==> src/uer_pkg.sv <==
// ----------------------------------------------------------------------------
// uer_pkg
// Shared constants, register indexes and the result word type of the
// ultrasonic echo ranger.
// ----------------------------------------------------------------------------
package uer_pkg;

	localparam int TimerBits   = 18;
	localparam int TrigBits    = 8;
	localparam int TimeoutBits = 18;
	localparam int SpeedBits   = 16;
	localparam int DistBits    = 16;
	localparam int CfgIdxBits  = 2;
	localparam int CfgDataBits = 18;
	localparam int CmpBits     = (TimerBits > TimeoutBits) ? TimerBits : TimeoutBits;
	localparam int ProdBits    = TimerBits + SpeedBits + 1;

	localparam logic [CfgIdxBits-1:0] CfgTriggerTicks = 2'd0;
	localparam logic [CfgIdxBits-1:0] CfgTimeoutTicks = 2'd1;
	localparam logic [CfgIdxBits-1:0] CfgHalfSpeed    = 2'd2;

	localparam logic [TrigBits-1:0]    TrigTicksReset = 8'd10;
	localparam logic [TimeoutBits-1:0] TimeoutReset   = 18'd150000;
	localparam logic [SpeedBits-1:0]   HalfSpeedReset = 16'd11141;

	typedef struct packed {
		logic [TrigBits-1:0]    trigger_ticks;
		logic [TimeoutBits-1:0] timeout_ticks;
		logic [SpeedBits-1:0]   half_speed_q16;
	} cfg_t;

	typedef struct packed {
		logic                trigger_level;
		logic                done_res;
		logic                status;
		logic [DistBits-1:0] distance_mm;
		logic                busy_res;
	} res_t;

endpackage

==> src/uer_cfg.sv <==
// ----------------------------------------------------------------------------
// uer_cfg
// Configuration register file: trigger length, timeout and Q16 scale.
// ----------------------------------------------------------------------------
module uer_cfg (
	input  logic                               clk,
	input  logic                               arst_n,
	input  logic                               wr_en,
	input  logic [uer_pkg::CfgIdxBits-1:0]     wr_index,
	input  logic [uer_pkg::CfgDataBits-1:0]    wr_data,
	output uer_pkg::cfg_t                      cfg
);

	uer_pkg::cfg_t cfg_q;

	always_ff @(posedge clk or negedge arst_n) begin
		if (!arst_n) begin
			cfg_q.trigger_ticks  <= uer_pkg::TrigTicksReset;
			cfg_q.timeout_ticks  <= uer_pkg::TimeoutReset;
			cfg_q.half_speed_q16 <= uer_pkg::HalfSpeedReset;
		end else if (wr_en) begin
			case (wr_index)
				uer_pkg::CfgTriggerTicks: begin
					cfg_q.trigger_ticks <= wr_data[uer_pkg::TrigBits-1:0];
				end
				uer_pkg::CfgTimeoutTicks: begin
					cfg_q.timeout_ticks <= wr_data[uer_pkg::TimeoutBits-1:0];
				end
				uer_pkg::CfgHalfSpeed: begin
					cfg_q.half_speed_q16 <= wr_data[uer_pkg::SpeedBits-1:0];
				end
				default: begin
				end
			endcase
		end
	end

	assign cfg = cfg_q;

endmodule

==> src/uer_core.sv <==
// ----------------------------------------------------------------------------
// uer_core
// Measurement state and per-tick update: trigger pulse, timeout, echo edges
// and distance scaling. State advances on step.
// ----------------------------------------------------------------------------
module uer_core (
	input  logic          clk,
	input  logic          arst_n,
	input  logic          step,
	input  logic          echo_level,
	input  logic          start_request,
	input  uer_pkg::cfg_t cfg,
	output uer_pkg::res_t res
);

	logic                                active_q;
	logic [uer_pkg::TimerBits-1:0]       elapsed_q;
	logic [uer_pkg::TrigBits-1:0]        trig_cnt_q;
	logic                                rise_q;
	logic [uer_pkg::TimerBits-1:0]       width_q;
	logic                                last_echo_q;

	logic                                active_d;
	logic [uer_pkg::TimerBits-1:0]       elapsed_d;
	logic [uer_pkg::TrigBits-1:0]        trig_cnt_d;
	logic                                rise_d;
	logic [uer_pkg::TimerBits-1:0]       width_d;

	logic [uer_pkg::TimerBits-1:0]       elapsed_t;
	logic [uer_pkg::TimerBits-1:0]       width_t;
	logic [uer_pkg::TrigBits-1:0]        trig_cnt_t;
	logic                                start_tick;
	logic                                trig;
	logic                                timeout;
	logic                                rise_edge;
	logic                                fall_edge;
	logic [uer_pkg::ProdBits-1:0]        prod;
	logic [uer_pkg::TimerBits:0]         scaled;
	logic [uer_pkg::DistBits-1:0]        dist_sat;

	always_comb begin
		start_tick = 1'b0;
		elapsed_t  = elapsed_q;
		width_t    = width_q;
		trig_cnt_t = trig_cnt_q;
		rise_d     = rise_q;
		active_d   = active_q;
		if (active_q) begin
			elapsed_t = (&elapsed_q) ? elapsed_q : elapsed_q + 1'b1;
			if (rise_q) begin
				width_t = (&width_q) ? width_q : width_q + 1'b1;
			end
		end else if (start_request) begin
			start_tick = 1'b1;
			active_d   = 1'b1;
			elapsed_t  = '0;
			width_t    = '0;
			trig_cnt_t = cfg.trigger_ticks;
			rise_d     = 1'b0;
		end

		trig       = (trig_cnt_t != '0);
		trig_cnt_d = trig ? trig_cnt_t - 1'b1 : trig_cnt_t;

		prod     = uer_pkg::ProdBits'(width_t) * uer_pkg::ProdBits'(cfg.half_speed_q16)
			+ uer_pkg::ProdBits'(32768);
		scaled   = prod[uer_pkg::ProdBits-1:16];
		dist_sat = (scaled[uer_pkg::TimerBits:16] != '0) ? '1 : scaled[15:0];

		timeout   = uer_pkg::CmpBits'(elapsed_t) > uer_pkg::CmpBits'(cfg.timeout_ticks);
		rise_edge = echo_level && !last_echo_q;
		fall_edge = !echo_level && last_echo_q && rise_q;

		elapsed_d = elapsed_t;
		width_d   = width_t;

		res.trigger_level = trig;
		res.done_res      = 1'b0;
		res.status        = 1'b0;
		res.distance_mm   = '0;

		if (!start_tick && active_q) begin
			if (timeout) begin
				res.done_res = 1'b1;
				res.status   = 1'b1;
			end else if (rise_edge) begin
				rise_d  = 1'b1;
				width_d = '0;
			end else if (fall_edge) begin
				res.done_res    = 1'b1;
				res.distance_mm = dist_sat;
			end
			if (res.done_res) begin
				active_d   = 1'b0;
				rise_d     = 1'b0;
				width_d    = '0;
				elapsed_d  = '0;
				trig_cnt_d = '0;
			end
		end
		res.busy_res = active_d;
	end

	always_ff @(posedge clk or negedge arst_n) begin
		if (!arst_n) begin
			active_q    <= 1'b0;
			elapsed_q   <= '0;
			trig_cnt_q  <= '0;
			rise_q      <= 1'b0;
			width_q     <= '0;
			last_echo_q <= 1'b0;
		end else if (step) begin
			active_q    <= active_d;
			elapsed_q   <= elapsed_d;
			trig_cnt_q  <= trig_cnt_d;
			rise_q      <= rise_d;
			width_q     <= width_d;
			last_echo_q <= echo_level;
		end
	end

	a_idle_clear: assert property (@(posedge clk) disable iff (!arst_n)
		!active_q |-> (elapsed_q == '0 && width_q == '0 && !rise_q && trig_cnt_q == '0))
		else $error("idle state not cleared");

	a_done_idle: assert property (@(posedge clk) disable iff (!arst_n)
		(step && res.done_res) |=> !active_q)
		else $error("block still active after a result");

	a_status_done: assert property (@(posedge clk) disable iff (!arst_n)
		(res.status || res.distance_mm != '0) |-> res.done_res)
		else $error("status or distance without done");

	a_start_busy: assert property (@(posedge clk) disable iff (!arst_n)
		(step && !active_q && start_request) |=> active_q)
		else $error("start while idle did not begin a measurement");

endmodule

==> src/ultrasonic_echo_ranger.sv <==
// ----------------------------------------------------------------------------
// ultrasonic_echo_ranger
// Time-of-flight echo ranger: one word per microsecond tick in, one result
// word per tick out.
// ----------------------------------------------------------------------------
// Takes one input word per clock while in_stall is low and returns one
// result word for every word. The word is captured in an input register,
// the measurement state and the distance (one 18x16 multiply with rounding
// and saturation) are computed combinationally from it, and the result
// lands in an output register; the state loop sets the rate of one word per
// cycle when the output is not stalled. Write the configuration registers
// only while no words are in flight.
module ultrasonic_echo_ranger (
	input  logic                            clk,
	input  logic                            arst_n,
	input  logic                            in_valid,
	output logic                            in_stall,
	input  logic                            echo_level,
	input  logic                            start_request,
	output logic                            out_valid,
	input  logic                            out_stall,
	output logic                            trigger_level,
	output logic                            done_res,
	output logic                            status,
	output logic [uer_pkg::DistBits-1:0]    distance_mm,
	output logic                            busy_res,
	input  logic                            cfg_valid,
	output logic                            cfg_ready,
	input  logic [uer_pkg::CfgIdxBits-1:0]  cfg_index,
	input  logic [uer_pkg::CfgDataBits-1:0] cfg_data
);

	uer_pkg::cfg_t cfg;
	uer_pkg::res_t res;
	uer_pkg::res_t res_s2;

	logic valid_s1;
	logic echo_s1;
	logic start_s1;
	logic valid_s2;
	logic advance;

	assign cfg_ready = 1'b1;
	assign advance   = valid_s1 && (!valid_s2 || !out_stall);
	assign in_stall  = valid_s1 && !advance;

	uer_cfg u_cfg (
		.clk      (clk),
		.arst_n   (arst_n),
		.wr_en    (cfg_valid && cfg_ready),
		.wr_index (cfg_index),
		.wr_data  (cfg_data),
		.cfg      (cfg)
	);

	uer_core u_core (
		.clk           (clk),
		.arst_n        (arst_n),
		.step          (advance),
		.echo_level    (echo_s1),
		.start_request (start_s1),
		.cfg           (cfg),
		.res           (res)
	);

	always_ff @(posedge clk or negedge arst_n) begin
		if (!arst_n) begin
			valid_s1 <= 1'b0;
			valid_s2 <= 1'b0;
		end else begin
			if (!in_stall) begin
				valid_s1 <= in_valid;
			end
			if (advance) begin
				valid_s2 <= 1'b1;
			end else if (!out_stall) begin
				valid_s2 <= 1'b0;
			end
		end
	end

	always_ff @(posedge clk) begin
		if (in_valid && !in_stall) begin
			echo_s1  <= echo_level;
			start_s1 <= start_request;
		end
		if (advance) begin
			res_s2 <= res;
		end
	end

	assign out_valid     = valid_s2;
	assign trigger_level = res_s2.trigger_level;
	assign done_res      = res_s2.done_res;
	assign status        = res_s2.status;
	assign distance_mm   = res_s2.distance_mm;
	assign busy_res      = res_s2.busy_res;

	a_adv_out: assert property (@(posedge clk) disable iff (!arst_n)
		advance |=> valid_s2)
		else $error("advanced word missing from output register");

	a_hold_out: assert property (@(posedge clk) disable iff (!arst_n)
		(valid_s2 && out_stall) |-> !advance)
		else $error("output overwritten while stalled");

	a_s1_hold: assert property (@(posedge clk) disable iff (!arst_n)
		(valid_s1 && !advance) |=> valid_s1)
		else $error("input word dropped");

endmodule
==> config.mk <==
export PLATFORM = sky130hd
export DESIGN_NAME = ultrasonic_echo_ranger
export DESIGN_NICKNAME = d
export VERILOG_FILES = /design/src/uer_pkg.sv /design/src/uer_cfg.sv /design/src/uer_core.sv /design/src/ultrasonic_echo_ranger.sv
export SDC_FILE = /design/constraint.sdc
export NUM_CORES = 1
export LEC_CHECK = 0
export BUFFER_PORTS_ARGS = -buffer_cell sky130_fd_sc_hd__buf_2
export CAP_MARGIN = 5
export CELL_PAD_IN_SITES_DETAIL_PLACEMENT = 2
export CELL_PAD_IN_SITES_GLOBAL_PLACEMENT = 2
export CORE_ASPECT_RATIO = 0.75
export CORE_MARGIN = 2
export CORE_UTILIZATION = 45
export CTS_CLUSTER_DIAMETER = 200
export DETAILED_ROUTE_END_ITERATION = 8
export MAX_ROUTING_LAYER = met4
export PLACE_DENSITY = 0.91
export SLEW_MARGIN = 20
export SYNTH_ARGS = -nofsm -noshare
export SYNTH_HDL_FRONTEND = slang
export SYNTH_HIERARCHICAL = 1
export SYNTH_SLANG_ARGS = --single-unit
export TNS_END_PERCENT = 50
==> constraint.sdc <==
create_clock -name clk -period 22.9 [get_ports clk]
set_clock_uncertainty 0.05 [all_clocks]
set_input_delay 4.58 -clock clk [delete_from_list [all_inputs] [get_ports clk]]
set_output_delay 4.58 -clock clk [all_outputs]
set_load 0.005 [all_outputs]
==> flow_metrics.py <==
metrics = {
    "sta": {
        "finalSetupTns_ns": 0,
        "worst_pin_slew_ns": 1.16,
        "drv_slew": 0,
        "finalHoldViolCount": 0,
        "relSlewSlack_pct": 22.8,
        "post-route-period-util_pct": 48.8,
        "fmax_mhz": 89.5,
        "finalWorstSetupSlack_ns": 11.73,
        "period_minus_slack_ns": 11.17,
        "setup_violations": 0,
        "rsz0062_at_grt": "false",
    },
    "routing": {
        "drc": 0,
        "drt_iter0_markers": 1165,
        "wl_um": 69100,
        "via_per_inst": 6.36,
        "avgRoutedWirePerCell_um": 31.7,
        "route.antenna.remaining_nets": 0,
        "vias": 13900,
        "drt-pass1-iter-count": 5,
    },
    "grt": {
        "antenna_found_initial": 2,
        "grt_pass1_wl_um": 104000,
        "met2_usage_pct": 65.6,
        "grt_util_met3_pct": 7.93,
        "grt_pass1_vias": 16300,
        "grt_max_degree": 58,
        "track_usage_pct": 39.9,
        "grt_overflow": 0,
        "grt_use_met1_pct": 44.6,
        "busiest_layer": "met2",
    },
    "power_and_ir_drop": {
        "vdd_ir_drop_max_mv": 0.0623,
        "p_leak_nw": 8.43,
        "pwr_density_cell_mw_per_mm2": 62.8,
    },
    "setup_path": {
        "rr_worst_depth": 31,
        "worstPathArrival_ns": 11.29,
        "crit_top_cell": "fa_1",
        "crit_required_ns": 23.02,
        "max_stage_delay_ns": 0.83,
        "r2r_setup_slack_ns": 11.73,
        "path_class": "reg2reg",
        "critical_path.reg2reg.startpoint": "u_core/active_q",
        "critPathMaxFanout": 14,
        "r2r-end": "distance_mm[2]",
        "end_kind": "flop",
        "crit_slowest_cell": "mux2i_1",
        "critPathLaunchType": "flop",
    },
    "cts": {
        "clockRootBuffer": "clkbuf_16",
        "cts_num_sinks": 113,
        "clock_latency_ns": 0.45,
        "numCtsBuffers": 17,
        "clk_pin_slew_ns": 0.06,
        "tritoncts": "done",
        "clockBufferDepth": 2,
        "cts_max_level": 4,
        "cts.repair.resized": 0,
        "cts_hold_buf": 0,
        "post-cts-setup-buffers": 0,
    },
    "final_layout": {
        "nNetsFinal": 2101,
        "drive_above_1_share_pct": 11.4,
        "final_cell_mix": "298 x inv_1, 222 x fa_1, 219 x nand2_1",
        "syn_to_final_growth_pct": 8.05,
        "layout_commonest_cell": "inv_1",
        "num-fill-cells": 3622,
    },
    "floorplan": {
        "core_region_area_mm2": 0.0346,
        "die_x_um": 220,
        "design.die.area_mm2": 0.0367,
        "rows": 59,
        "die_h_um": 166,
        "initial_core_util_pct": 45.7,
        "ios": 50,
    },
    "place": {
        "dp_slack_ns": 12.34,
        "globalplace.congestion": 0.859,
        "io_buffers": 48,
        "dpl.hpwl_um": 46000,
    },
    "synth": {
        "ys_top_cells_by_area": "fa_1 28%, dfrtp_1 12%, ha_1 11%",
        "ys_types": 75,
        "ys_ff_latch": 113,
        "synth_cells": 1696,
        "ys_seq_area_share_pct": 18.7,
        "yosysTopAreaCellShare_pct": 28.1,
        "syn_area_mm2": 0.0158,
        "synth_edf_count": 22,
        "yosysWarnings": 6,
        "avgSynthCellArea_um2": 9.32,
        "synth_nets": 2088,
        "synthArstFlopShare_pct": 80.5,
        "synth_ff_type": "dfrtp_1",
        "yosys.area.top_type": "fa_1",
    },
    "worst_hold_path": {
        "whs_path_depth": 1,
        "hold_path_end": "u_cfg/cfg[32]",
        "hp-start": "u_cfg/cfg[32]",
        "hold_class": "reg2reg",
    },
    "run": {
        "cap_violations": 0,
    },
    "outcome": {
        "outcome": "finished clean",
    },
}
## worst max-delay path by stage
stage / from / to / slack, ns / cells after the start
after floorplan: out_stall / in_stall / 13.56 / 2
after global placement: out_stall / in_stall / 13.32 / 4
after detailed placement: u_core/active_q / distance_mm[2] / 12.34 / 30
after CTS: u_core/active_q / distance_mm[2] / 11.60 / 30
after global routing: u_core/active_q / distance_mm[2] / 11.46 / 31
final: u_core/active_q / distance_mm[2] / 11.73 / 31
## layout make-up
type	count	area (um2)	share of cell area, %
Sequential cell	113	2960	17.3
Timing Repair Buffer	70	412	2.41
Tap cell	457	572	3.35
Clock buffer	20	457	2.67
Antenna cell	2	5.00	0.0293
Inverter	298	1120	6.55
Multi-Input combinational cell	1209	11500	67.0
Clock inverter	12	106	0.623
## per-layer routing
| metal | vias up | part of all wire, % |
|---|---|---|
| li1 | 5523 | - |
| met1 | 7285 | 37 |
| met2 | 729 | 50 |
| met3 | 339 | 6.4 |
| met4 | 0 | 7.3 |
| met5 | - | 0 |
## registers in the layout (all words and copies together), names as in the netlist
name,cells
u_core/trig_cnt_q,8
u_core/active_q,1
start_s1,1
u_core/width_q,18
u_cfg/cfg,42
done_res,1
distance_mm,16
out_valid,1
busy_res,1
valid_s1,1
status,1
u_core/rise_q,1
trigger_level,1
u_core/last_echo_q,1
echo_s1,1
u_core/elapsed_q,18
## worst max-delay path, delay by kind of cell (launching register included)
| family | cells | cell delay [ns] |
|---|---|---|
| mux | 1 | 0.83 |
| flops | 1 | 0.70 |
| buf+inv | 5 | 0.82 |
| simple gates | 11 | 3.07 |
| xor+xnor | 1 | 0.31 |
| compound gates | 6 | 1.49 |
| fa+ha+maj | 7 | 3.62 |
## kinds of logic after synthesis
kind of cell	count (synthesis)	synth area share (%)
compound gates	226	10.4
mux	59	4.10
buf+inv	374	9.05
simple gates	536	17.1
xor+xnor	22	1.22
flops	113	18.7
fa+ha+maj	365	39.4
other cells	1	0.0237
## cells in the mapped netlist, types with 8 or more instances
master	count
nor2_1	45
xor2_1	11
mux2_2	43
ha_1	143
a21oi_2	10
and2_1	141
dfstp_2	17
fa_1	222
clkbuf_1	61
nand2_1	219
a21o_1	22
o2bb2ai_1	15
dfrtp_1	74
nand4_1	18
inv_1	298
xnor2_1	11
or3_1	8
edfxtp_1	22
o21ai_0	30
buf_1	8
nand3_1	42
nor3_1	20
a32o_1	22
a21oi_1	42
mux2i_1	15
a31oi_1	11
o21ai_1	8
and3_1	10
## per-stage QoR
| stage | power (mW) | area, um2 | instances | hold slack, ns | util, % |
|---|---|---|---|---|---|
| 6_report | 1.07 | 17100 | 2181 | 0.455 | 49.3 |
| 5_1_grt | 1.12 | 17100 | 2181 | 0.477 | 49.3 |
| 4_1_cts | 1.06 | 17100 | 2178 | 0.453 | 49.3 |
| 3_5_place_dp | 0.762 | 16500 | 2146 | 0.432 | 47.6 |
| 3_3_place_gp | 0.694 | 16500 | 2146 | 0.426 | 47.6 |
| 2_1_floorplan | 0.573 | 15800 | 1696 | 0.405 | - |
## report_power, final
part           leakage [nW]  internal [mW]  total (mW)  switching, mW
Sequential             1.32          0.244       0.331         0.0865
Clock                 0.273          0.155       0.273          0.118
Combinational          6.83          0.168       0.470          0.302
Power figures use the tool's default switching activity.
